**src/rtl/core/sfdm_pkg.sv**
```systemverilog
`timescale 1ns / 1ps
// ----------------------------------------------------------------------------
// sfdm_pkg
// Shared types and constants of the stereo feedback delay mixer.
// ----------------------------------------------------------------------------
package sfdm_pkg;

    // register field widths
    localparam int MIX_W      = 16;
    localparam int FB_W       = 15;
    localparam int DELAY_W    = 14;
    localparam int CFG_IDX_W  = 3;
    localparam int CFG_DATA_W = 16;

    // q1.15 gain scaling: round half up, then floor shift
    localparam int Q_SHIFT    = 15;
    localparam int Q_ROUND    = 16384;

    // register reset values
    localparam logic               RST_ENABLE   = 1'b1;
    localparam logic               RST_WET_ONLY = 1'b0;
    localparam logic [MIX_W-1:0]   RST_MIX      = 16'd16384;
    localparam logic [FB_W-1:0]    RST_FB       = 15'd8192;
    localparam logic [DELAY_W-1:0] RST_DELAY    = 14'd2400;
    localparam int                 RST_DELAY_I  = 2400;

    // register map
    typedef enum logic [CFG_IDX_W-1:0] {
        CFG_ENABLE   = 3'd0,
        CFG_WET_ONLY = 3'd1,
        CFG_MIX      = 3'd2,
        CFG_FEEDBACK = 3'd3,
        CFG_DELAY    = 3'd4
    } t_cfg_idx;

    // configuration register set
    typedef struct packed {
        logic               enable;
        logic               wet_only;
        logic [MIX_W-1:0]   mix_gain;
        logic [FB_W-1:0]    feedback_gain;
        logic [DELAY_W-1:0] delay_samples;
    } t_cfg;

    // pipeline control from the address unit to the lanes
    typedef struct packed {
        logic advance;     // whole pipeline moves this edge
        logic s1_ok;       // read entry has been written since reset
        logic fwd_s2;      // read entry is the pending write in stage 2
        logic fwd_lw;      // read entry is the last completed write
        logic s2_valid;    // stage 2 holds a word
        logic s2_active;   // stage 2 word is processed, not bypassed
        logic s2_wen;      // stage 2 word writes the delay memory
    } t_lane_ctl;

endpackage

```
**src/rtl/core/sfdm_cfg_if.sv**
```systemverilog
`timescale 1ns / 1ps
// ----------------------------------------------------------------------------
// sfdm_cfg_if
// Configuration write channel: register index and write data.
// ----------------------------------------------------------------------------
interface sfdm_cfg_if
    import sfdm_pkg::*;
();
    logic                  valid;
    logic                  ready;
    logic [CFG_IDX_W-1:0]  index;
    logic [CFG_DATA_W-1:0] data;

    modport source (output valid, output index, output data, input ready);
    modport sink   (input valid, input index, input data, output ready);
endinterface

```
**src/rtl/core/sfdm_ctrl.sv**
```systemverilog
`timescale 1ns / 1ps
// ----------------------------------------------------------------------------
// sfdm_ctrl
// Configuration registers, delay modulo unit, write/read position tracking
// and the address side of the lane pipeline (forwarding compares).
// ----------------------------------------------------------------------------
module sfdm_ctrl
    import sfdm_pkg::*;
#(
    parameter int DELAY_DEPTH = 16384
) (
    input  logic                           i_clk,
    input  logic                           i_rst_n,
    sfdm_cfg_if.sink                       i_cfg_ch,
    input  logic                           i_advance,
    input  logic                           i_accept,
    output t_cfg                           o_cfg,
    output logic                           o_busy,
    output t_lane_ctl                      o_ctl,
    output logic [$clog2(DELAY_DEPTH)-1:0] o_raddr,
    output logic [$clog2(DELAY_DEPTH)-1:0] o_waddr
);
    localparam int AW     = $clog2(DELAY_DEPTH);
    localparam int SH     = 20;
    localparam int RECIP  = (1 << SH) / DELAY_DEPTH;
    localparam int RW     = $clog2(RECIP + 1);
    localparam int MW     = (DELAY_W + 1 > AW + 1) ? DELAY_W + 1 : AW + 1;
    localparam logic [AW-1:0]  LAST_POS  = AW'(DELAY_DEPTH - 1);
    localparam logic [AW:0]    DEPTH_A   = (AW + 1)'(DELAY_DEPTH);
    localparam logic [MW-1:0]  DEPTH_M   = MW'(DELAY_DEPTH);
    localparam logic [RW-1:0]  RECIP_V   = RW'(RECIP);
    localparam logic [AW-1:0]  RST_DMOD  = AW'(RST_DELAY_I % DELAY_DEPTH);

    t_cfg                  r_cfg;
    logic [1:0]            r_busy;
    logic [DELAY_W-1:0]    r_q;
    logic [MW-1:0]         r_rem;
    logic [AW-1:0]         r_dmod;
    logic [DELAY_W+RW-1:0] w_qprod;
    logic [MW+DELAY_W-1:0] w_qd;

    logic [AW-1:0] r_wr;
    logic          r_wrapped;
    logic [AW-1:0] w_rd;
    logic          w_ok;

    logic          r_s1_valid;
    logic          r_s1_active;
    logic          r_s1_ok;
    logic [AW-1:0] r_s1_rd;
    logic [AW-1:0] r_s1_wr;
    logic          r_s2_valid;
    logic          r_s2_active;
    logic [AW-1:0] r_s2_wr;
    logic          r_lw_valid;
    logic [AW-1:0] r_lw_addr;

    // register writes, busy window while the delay modulo settles
    always_ff @(posedge i_clk) begin
        if (!i_rst_n) begin
            r_cfg.enable        <= RST_ENABLE;
            r_cfg.wet_only      <= RST_WET_ONLY;
            r_cfg.mix_gain      <= RST_MIX;
            r_cfg.feedback_gain <= RST_FB;
            r_cfg.delay_samples <= RST_DELAY;
            r_busy              <= 2'd0;
        end else begin
            if (i_cfg_ch.valid && (t_cfg_idx'(i_cfg_ch.index) == CFG_DELAY)) begin
                r_busy <= 2'd3;
            end else if (r_busy != 2'd0) begin
                r_busy <= r_busy - 2'd1;
            end
            if (i_cfg_ch.valid) begin
                unique case (t_cfg_idx'(i_cfg_ch.index))
                    CFG_ENABLE:   r_cfg.enable        <= i_cfg_ch.data[0];
                    CFG_WET_ONLY: r_cfg.wet_only      <= i_cfg_ch.data[0];
                    CFG_MIX:      r_cfg.mix_gain      <= i_cfg_ch.data[MIX_W-1:0];
                    CFG_FEEDBACK: r_cfg.feedback_gain <= i_cfg_ch.data[FB_W-1:0];
                    CFG_DELAY:    r_cfg.delay_samples <= i_cfg_ch.data[DELAY_W-1:0];
                    default: ;
                endcase
            end
        end
    end

    assign i_cfg_ch.ready = 1'b1;

    // delay modulo depth: reciprocal estimate, then one correction
    assign w_qprod = (DELAY_W + RW)'(r_cfg.delay_samples) * (DELAY_W + RW)'(RECIP_V);
    assign w_qd    = (MW + DELAY_W)'(r_q) * (MW + DELAY_W)'(DEPTH_M);

    always_ff @(posedge i_clk) begin
        r_q   <= DELAY_W'(w_qprod >> SH);
        r_rem <= MW'(r_cfg.delay_samples) - MW'(w_qd);
    end

    always_ff @(posedge i_clk) begin
        if (!i_rst_n) begin
            r_dmod <= RST_DMOD;
        end else if (r_busy == 2'd1) begin
            r_dmod <= AW'((r_rem >= DEPTH_M) ? r_rem - DEPTH_M : r_rem);
        end
    end

    // read position and whether that entry was written since reset
    always_comb begin
        if (r_wr >= r_dmod) begin
            w_rd = r_wr - r_dmod;
        end else begin
            w_rd = AW'({1'b0, r_wr} + DEPTH_A - {1'b0, r_dmod});
        end
        w_ok = r_wrapped || ((r_wr >= r_dmod) && (r_dmod != '0));
    end

    // write position
    always_ff @(posedge i_clk) begin
        if (!i_rst_n) begin
            r_wr      <= '0;
            r_wrapped <= 1'b0;
        end else if (i_accept && r_cfg.enable) begin
            if (r_wr == LAST_POS) begin
                r_wr      <= '0;
                r_wrapped <= 1'b1;
            end else begin
                r_wr <= r_wr + 1'b1;
            end
        end
    end

    // pipeline valid bits and last completed write
    always_ff @(posedge i_clk) begin
        if (!i_rst_n) begin
            r_s1_valid  <= 1'b0;
            r_s1_active <= 1'b0;
            r_s2_valid  <= 1'b0;
            r_s2_active <= 1'b0;
            r_lw_valid  <= 1'b0;
        end else if (i_advance) begin
            r_s1_valid  <= i_accept;
            r_s1_active <= i_accept && r_cfg.enable;
            r_s2_valid  <= r_s1_valid;
            r_s2_active <= r_s1_active;
            if (r_s2_valid && r_s2_active) begin
                r_lw_valid <= 1'b1;
            end
        end
    end

    // pipeline addresses
    always_ff @(posedge i_clk) begin
        if (i_advance) begin
            r_s1_rd <= w_rd;
            r_s1_wr <= r_wr;
            r_s1_ok <= w_ok;
            r_s2_wr <= r_s1_wr;
            if (r_s2_valid && r_s2_active) begin
                r_lw_addr <= r_s2_wr;
            end
        end
    end

    // lane control
    always_comb begin
        o_ctl.advance   = i_advance;
        o_ctl.s1_ok     = r_s1_ok;
        o_ctl.fwd_s2    = r_s2_valid && r_s2_active && (r_s2_wr == r_s1_rd);
        o_ctl.fwd_lw    = r_lw_valid && (r_lw_addr == r_s1_rd);
        o_ctl.s2_valid  = r_s2_valid;
        o_ctl.s2_active = r_s2_active;
        o_ctl.s2_wen    = r_s2_valid && r_s2_active && i_advance;
    end

    assign o_cfg   = r_cfg;
    assign o_busy  = (r_busy != 2'd0);
    assign o_raddr = w_rd;
    assign o_waddr = r_s2_wr;
endmodule

```
**src/flat_wrapper.sv**
```systemverilog
// flat-port wrapper written by rule: the top's interface ports become plain ports
module sfdm_ctrl_flat import sfdm_pkg::*;
#(
    parameter int DELAY_DEPTH = 16384
)
  (i_clk, i_rst_n, i_advance, i_accept, o_cfg, o_busy, o_ctl, o_raddr, o_waddr, i_cfg_ch_valid, i_cfg_ch_index, i_cfg_ch_data, i_cfg_ch_ready);
  sfdm_cfg_if i_cfg_ch_i ();
  input  logic i_clk;
  input  logic i_rst_n;
  input  logic i_advance;
  input  logic i_accept;
  output t_cfg o_cfg;
  output logic o_busy;
  output t_lane_ctl o_ctl;
  output logic [$clog2(DELAY_DEPTH)-1:0] o_raddr;
  output logic [$clog2(DELAY_DEPTH)-1:0] o_waddr;
  input wire logic [$bits(i_cfg_ch_i.valid)-1:0] i_cfg_ch_valid;
  input wire logic [$bits(i_cfg_ch_i.index)-1:0] i_cfg_ch_index;
  input wire logic [$bits(i_cfg_ch_i.data)-1:0] i_cfg_ch_data;
  output wire logic [$bits(i_cfg_ch_i.ready)-1:0] i_cfg_ch_ready;
  assign i_cfg_ch_i.valid = i_cfg_ch_valid;
  assign i_cfg_ch_i.index = i_cfg_ch_index;
  assign i_cfg_ch_i.data = i_cfg_ch_data;
  assign i_cfg_ch_ready = i_cfg_ch_i.ready;
  sfdm_ctrl #(.DELAY_DEPTH(DELAY_DEPTH)) u_core (.i_clk(i_clk), .i_rst_n(i_rst_n), .i_cfg_ch(i_cfg_ch_i), .i_advance(i_advance), .i_accept(i_accept), .o_cfg(o_cfg), .o_busy(o_busy), .o_ctl(o_ctl), .o_raddr(o_raddr), .o_waddr(o_waddr));
endmodule
```
**config.mk**
```make
export PLATFORM = sky130hd
export DESIGN_NAME = sfdm_ctrl_flat
export DESIGN_NICKNAME = d
export VERILOG_FILES = /design/src/rtl/core/sfdm_pkg.sv /design/src/rtl/core/sfdm_cfg_if.sv /design/src/rtl/core/sfdm_ctrl.sv /design/src/flat_wrapper.sv
export SDC_FILE = /design/constraint.sdc
export NUM_CORES = 1
export LEC_CHECK = 0
export BUFFER_PORTS_ARGS = -buffer_cell sky130_fd_sc_hd__buf_2
export CAP_MARGIN = 20
export CORE_MARGIN = 4
export CORE_UTILIZATION = 51
export CTS_CLUSTER_SIZE = 24
export DETAILED_ROUTE_END_ITERATION = 8
export GPL_TIMING_DRIVEN = 0
export PLACE_DENSITY = 0.76
export SLEW_MARGIN = 20
export SYNTH_ARGS = -nofsm -noshare
export SYNTH_HDL_FRONTEND = slang
export SYNTH_SLANG_ARGS = --single-unit
export TNS_END_PERCENT = 1
```
**constraint.sdc**
```tcl
create_clock -name i_clk -period 2.12 [get_ports i_clk]
set_input_delay 0.106 -clock i_clk [delete_from_list [all_inputs] [get_ports i_clk]]
set_output_delay 0.106 -clock i_clk [all_outputs]
set_load 0.01 [all_outputs]
```
==> metrics.md <==
| Metric | Value |
|---|---|
| Psw | 1.86 mW |
| Min-Delay Path Class | in2reg |
| Largest net degree at the start of global routing | 46 |
| Area grow syn2layout | 26.9% |
| Largest cells by area after synthesis | dfxtp_1, edfxtp_1, nand2_1 |
| P_leak | 3.30 nW |
| Drt drc | 0 |
| Unrepaired setup endpoints after global routing | yes |
| Actual slew at the worst max-slew pin | 0.752 ns |
| Vias per cell | 5.15 |
| Clk pin slew, worst setup/hold paths | 0.06 ns |
| Post-DP HPWL | 10600 um |
| Initial antenna violation count | 0 |
| Avg Cell Area, Syn | 10.8 sq um |
| Final min period | 2.65 ns |
| Die height | 121 um |
| CP Data Required Time | 2.01 ns |
| Maxcap violations | 0 |
| Post-synth EDFFs | 57 |
| Antenna viol nets, final | 0 |
| Initial core utilization | 53.0% |
| Syn_nets | 641 |
| # IOs | 108 |
| Final worst path period share | 125% |
| Post-synth cell types | 61 |
| Total GRT Usage | 21.6% |
| Via Count | 4780 |
| Kind of critical path | reg2out |
| 1st-pass router iterations | 6 |
| Status | finished, violations left |
| CTS tree | done |
| Slew Viols, Final | 0 |
| Synthesis Warnings | 0 |
| Port Buf Inserts | 105 |
| Global-route wire length before repair | 24400 um |
| Setup violators final | 12 |
| Clock Tree Buf Depth | 2 |
| Final #Nets | 790 |
| Layout cells sized above 1 | 27.3% |
| Skew-Pair Late Insertion Delay | 0.42 ns |
| Int Pwr | 5.52 mW |
| Pwr dens | 898 nW/um^2 |
| Arrival @ worst endpoint | 2.54 ns |
| Max frequency | 378 MHz |
| Worst IR Drop VDD | 636 uV |
| Die area | 14600 sq um |
| Number of fill cells in the layout | 920 |
| Setup ws final | -0.527 ns |
| Power share of the clock group | 41.1% |
| Area leader, netlist | dfxtp_1 |
| Non-Filler Instances | 929 |
| Seq/Total Area, Yosys | 56.4% |
| Clk_skew | 0.00579 ns |
| CTS root buf | clkbuf_16 |
| Failing checks | setup timing |
| Vias in the first global route | 4802 |
| Seq pwr share | 44.8% |
| Final WL | 15000 um |
| Combinational share of power | 14.1% |
| Slew margin rel. | 49.9% |
| Mux contribution to synthesized area | 2.63% |
| Clk sinks | 154 |
| Core Rows | 40 |
| Switching share of total power | 25.3% |
| Pre-CTS WS | -0.306 ns |
| # H-tree levels | 4 |
| GR Overflow Total | 0 |
| Final-report hold violation count | 0 |
| Placeable Area | 12200 sq um |
| Combinational family with the most area after synthesis | simple AND/OR/NAND/NOR gates |
| CTS Buf Count | 17 |
| Crit path max fanout | 3 |
| Routed len/inst | 16.1 um |
| Xor/xnor share of the synthesized area | 6.49% |
| Share of flip-flops with an asynchronous set or reset | 0% |
| Synth Area in Compound Gates | 10.7% |
| Post-Synth Simple-Gate Area | 16.2% |
| Crit end category | output pin |
| Die X | 121 um |
| Post-synth top flop | dfxtp_1 |
| Adder-cell share of the synthesized area | 3.59% |
| Startpoint Class | flip-flop |
| Synthesized flop and latch total | 154 |
| Drt first-iter violations | 282 |
| Synth Instances | 599 |
| Placer Congestion | 0.955 |
| Cell Area, Synth | 6480 sq um |
| Placed cells | 872 |
| Ant. Diodes | 0 |
| Pwr Total | 7.38 mW |
| Synth top area share | 30.0% |
==> cell usage after synthesis (all sizes together) (4+ instances only) <==
library cell,number
a21boi,42
a21o,4
a21oi,5
a31oi,4
and3,4
buf,15
clkbuf,14
dfxtp,97
edfxtp,57
ha,17
inv,25
mux2i,17
nand2,112
nand3,22
nand4,10
nor2,27
nor2b,19
nor3,6
nor4,6
o211ai,7
o21a,8
o21ai,4
xnor2,30
xor2,18
==> path summary, 6_finish.rpt <==
check	from	depth (start not counted)	end	slack, ns
hold / removal	i_cfg_ch_index[2]	5	u_core.o_cfg[46]	0.06
setup / recovery	u_core.r_wr[0]	10	o_raddr[12]	-0.53
setup reg to reg	u_core.r_wr[0]	9	u_core.r_s1_rd[12]	-0.06
hold reg to reg	u_core.o_cfg[12]	0	u_core.r_rem[12]	0.37
==> stage by stage <==
step / hold slack [ns] / cell area (sq um) / util, % / setup TNS, ns
finish: 0.0557 / 8220 / 67.3 / -3.62
detailed placement: 0.359 / 7220 / 59.1 / -4.74
CTS: 0.0297 / 8210 / 67.2 / -3.20
global placement: 0.342 / 7220 / 59.1 / -3.79
global route: 0.0588 / 8220 / 67.3 / -5.05
floorplan: 0.218 / 6480 / - / -0.0881
==> critical path, cell delays in order (launching register included) <==
cell      delay, ns
dfxtp_4        0.36
inv_4          0.04
ha_4           0.15
fa_2           0.37
nor2b_4        0.15
o211ai_1       0.14
a31oi_2        0.24
buf_4          0.16
a2111o_1       0.13
o311a_1        0.23
buf_2          0.15
==> registers in the layout, indices dropped and copies added, names as in the netlist <==
signal,count
u_core.r_wr,14
u_core.r_s1_ok,1
u_core.o_waddr,14
u_core.r_s2_active,1
u_core.r_s1_wr,14
u_core.r_s1_rd,14
u_core.r_dmod,14
u_core.o_cfg,47
u_core.r_s1_valid,1
u_core.r_wrapped,1
u_core.r_s2_valid,1
u_core.r_s1_active,1
u_core.r_rem,14
u_core.r_lw_addr,14
u_core.r_lw_valid,1
u_core.r_busy,2
==> power by group through the flow <==
stage / clock, mW / combinational [mW] / sequential [mW]
2_1_floorplan: 0 / 0.620 / 3.37
4_1_cts: 3.09 / 1.04 / 3.31
5_1_grt: 3.24 / 1.14 / 3.32
6_report: 3.03 / 1.04 / 3.31
3_3_place_gp: 0 / 0.898 / 3.36
3_5_place_dp: 0 / 0.939 / 3.37
==> kinds of logic after synthesis <==
logic type,Yosys count
and+or+nand+nor,220
adders and majority gates,18
other,1
muxes,17
buffers and inverters,54
xor gates and xnor gates,48
AOI/OAI and AO/OA,87
DFF,154
==> cell usage in the layout, fill, tap and decap left out, types with 3 or more instances in the layout <==
| cell | synthesis | layout |
|---|---|---|
| edfxtp_1 | 57 | 57 |
| a21o_1 | 3 | 3 |
| nand2_1 | 112 | 112 |
| nor2_1 | 25 | 25 |
| nor2b_1 | 18 | 16 |
| a21boi_1 | 3 | 3 |
| o21ai_0 | 3 | 3 |
| buf_2 | 7 | 111 |
| and3_1 | 4 | 4 |
| nor3_1 | 5 | 5 |
| ha_1 | 17 | 12 |
| clkbuf_1 | 13 | 14 |
| or2_2 | 3 | 3 |
| a21oi_1 | 4 | 3 |
| dfxtp_1 | 97 | 85 |
| o211ai_1 | 6 | 6 |
| nor4_1 | 5 | 5 |
| o21a_1 | 8 | 8 |
| mux2i_1 | 17 | 17 |
| buf_4 | 5 | 14 |
| clkbuf_16 | 0 | 18 |
| xor2_1 | 18 | 16 |
| nand4_1 | 9 | 9 |
| clkinv_4 | 0 | 3 |
| nand3_1 | 22 | 21 |
| dlygate4sd3_1 | 0 | 17 |
| clkinvlp_4 | 0 | 3 |
| inv_1 | 25 | 24 |
| dfxtp_4 | 0 | 3 |
| dfxtp_2 | 0 | 9 |
| ha_4 | 0 | 5 |
| xnor2_1 | 30 | 28 |
| a21boi_0 | 39 | 39 |
| buf_6 | 3 | 3 |
==> metal layers <==
metal | GRT usage [%] | wire [um] | up-vias
met5 | 0 | 0 | -
met4 | 7.86 | 229 | 0
met3 | 7.76 | 1160 | 20
met2 | 35.9 | 7320 | 185
met1 | 25.7 | 6280 | 2222
li1 | - | - | 2353
==> layout make-up <==
class,instances,area [sq um],area share (%)
multi-input combinational,391,2710,33.0
sequential,154,3680,44.7
clock inverter,12,138,1.67
buffer,29,160,1.95
inverter,25,96.3,1.17
tap,168,210,2.56
timing repair buffer,130,758,9.22
clock buffer,20,468,5.69
==> repair_timing <==
item | CTS | global route
hold buffers | 17 | 0
setup buffers | 7 | 1
endpoints found under the hold margin | 46 | 0
gates resized for setup | 36 | 3
pin swaps | 11 | 7
endpoints found under the setup margin | 17 | 22
No activity file was read; power rests on OpenSTA's default activity.
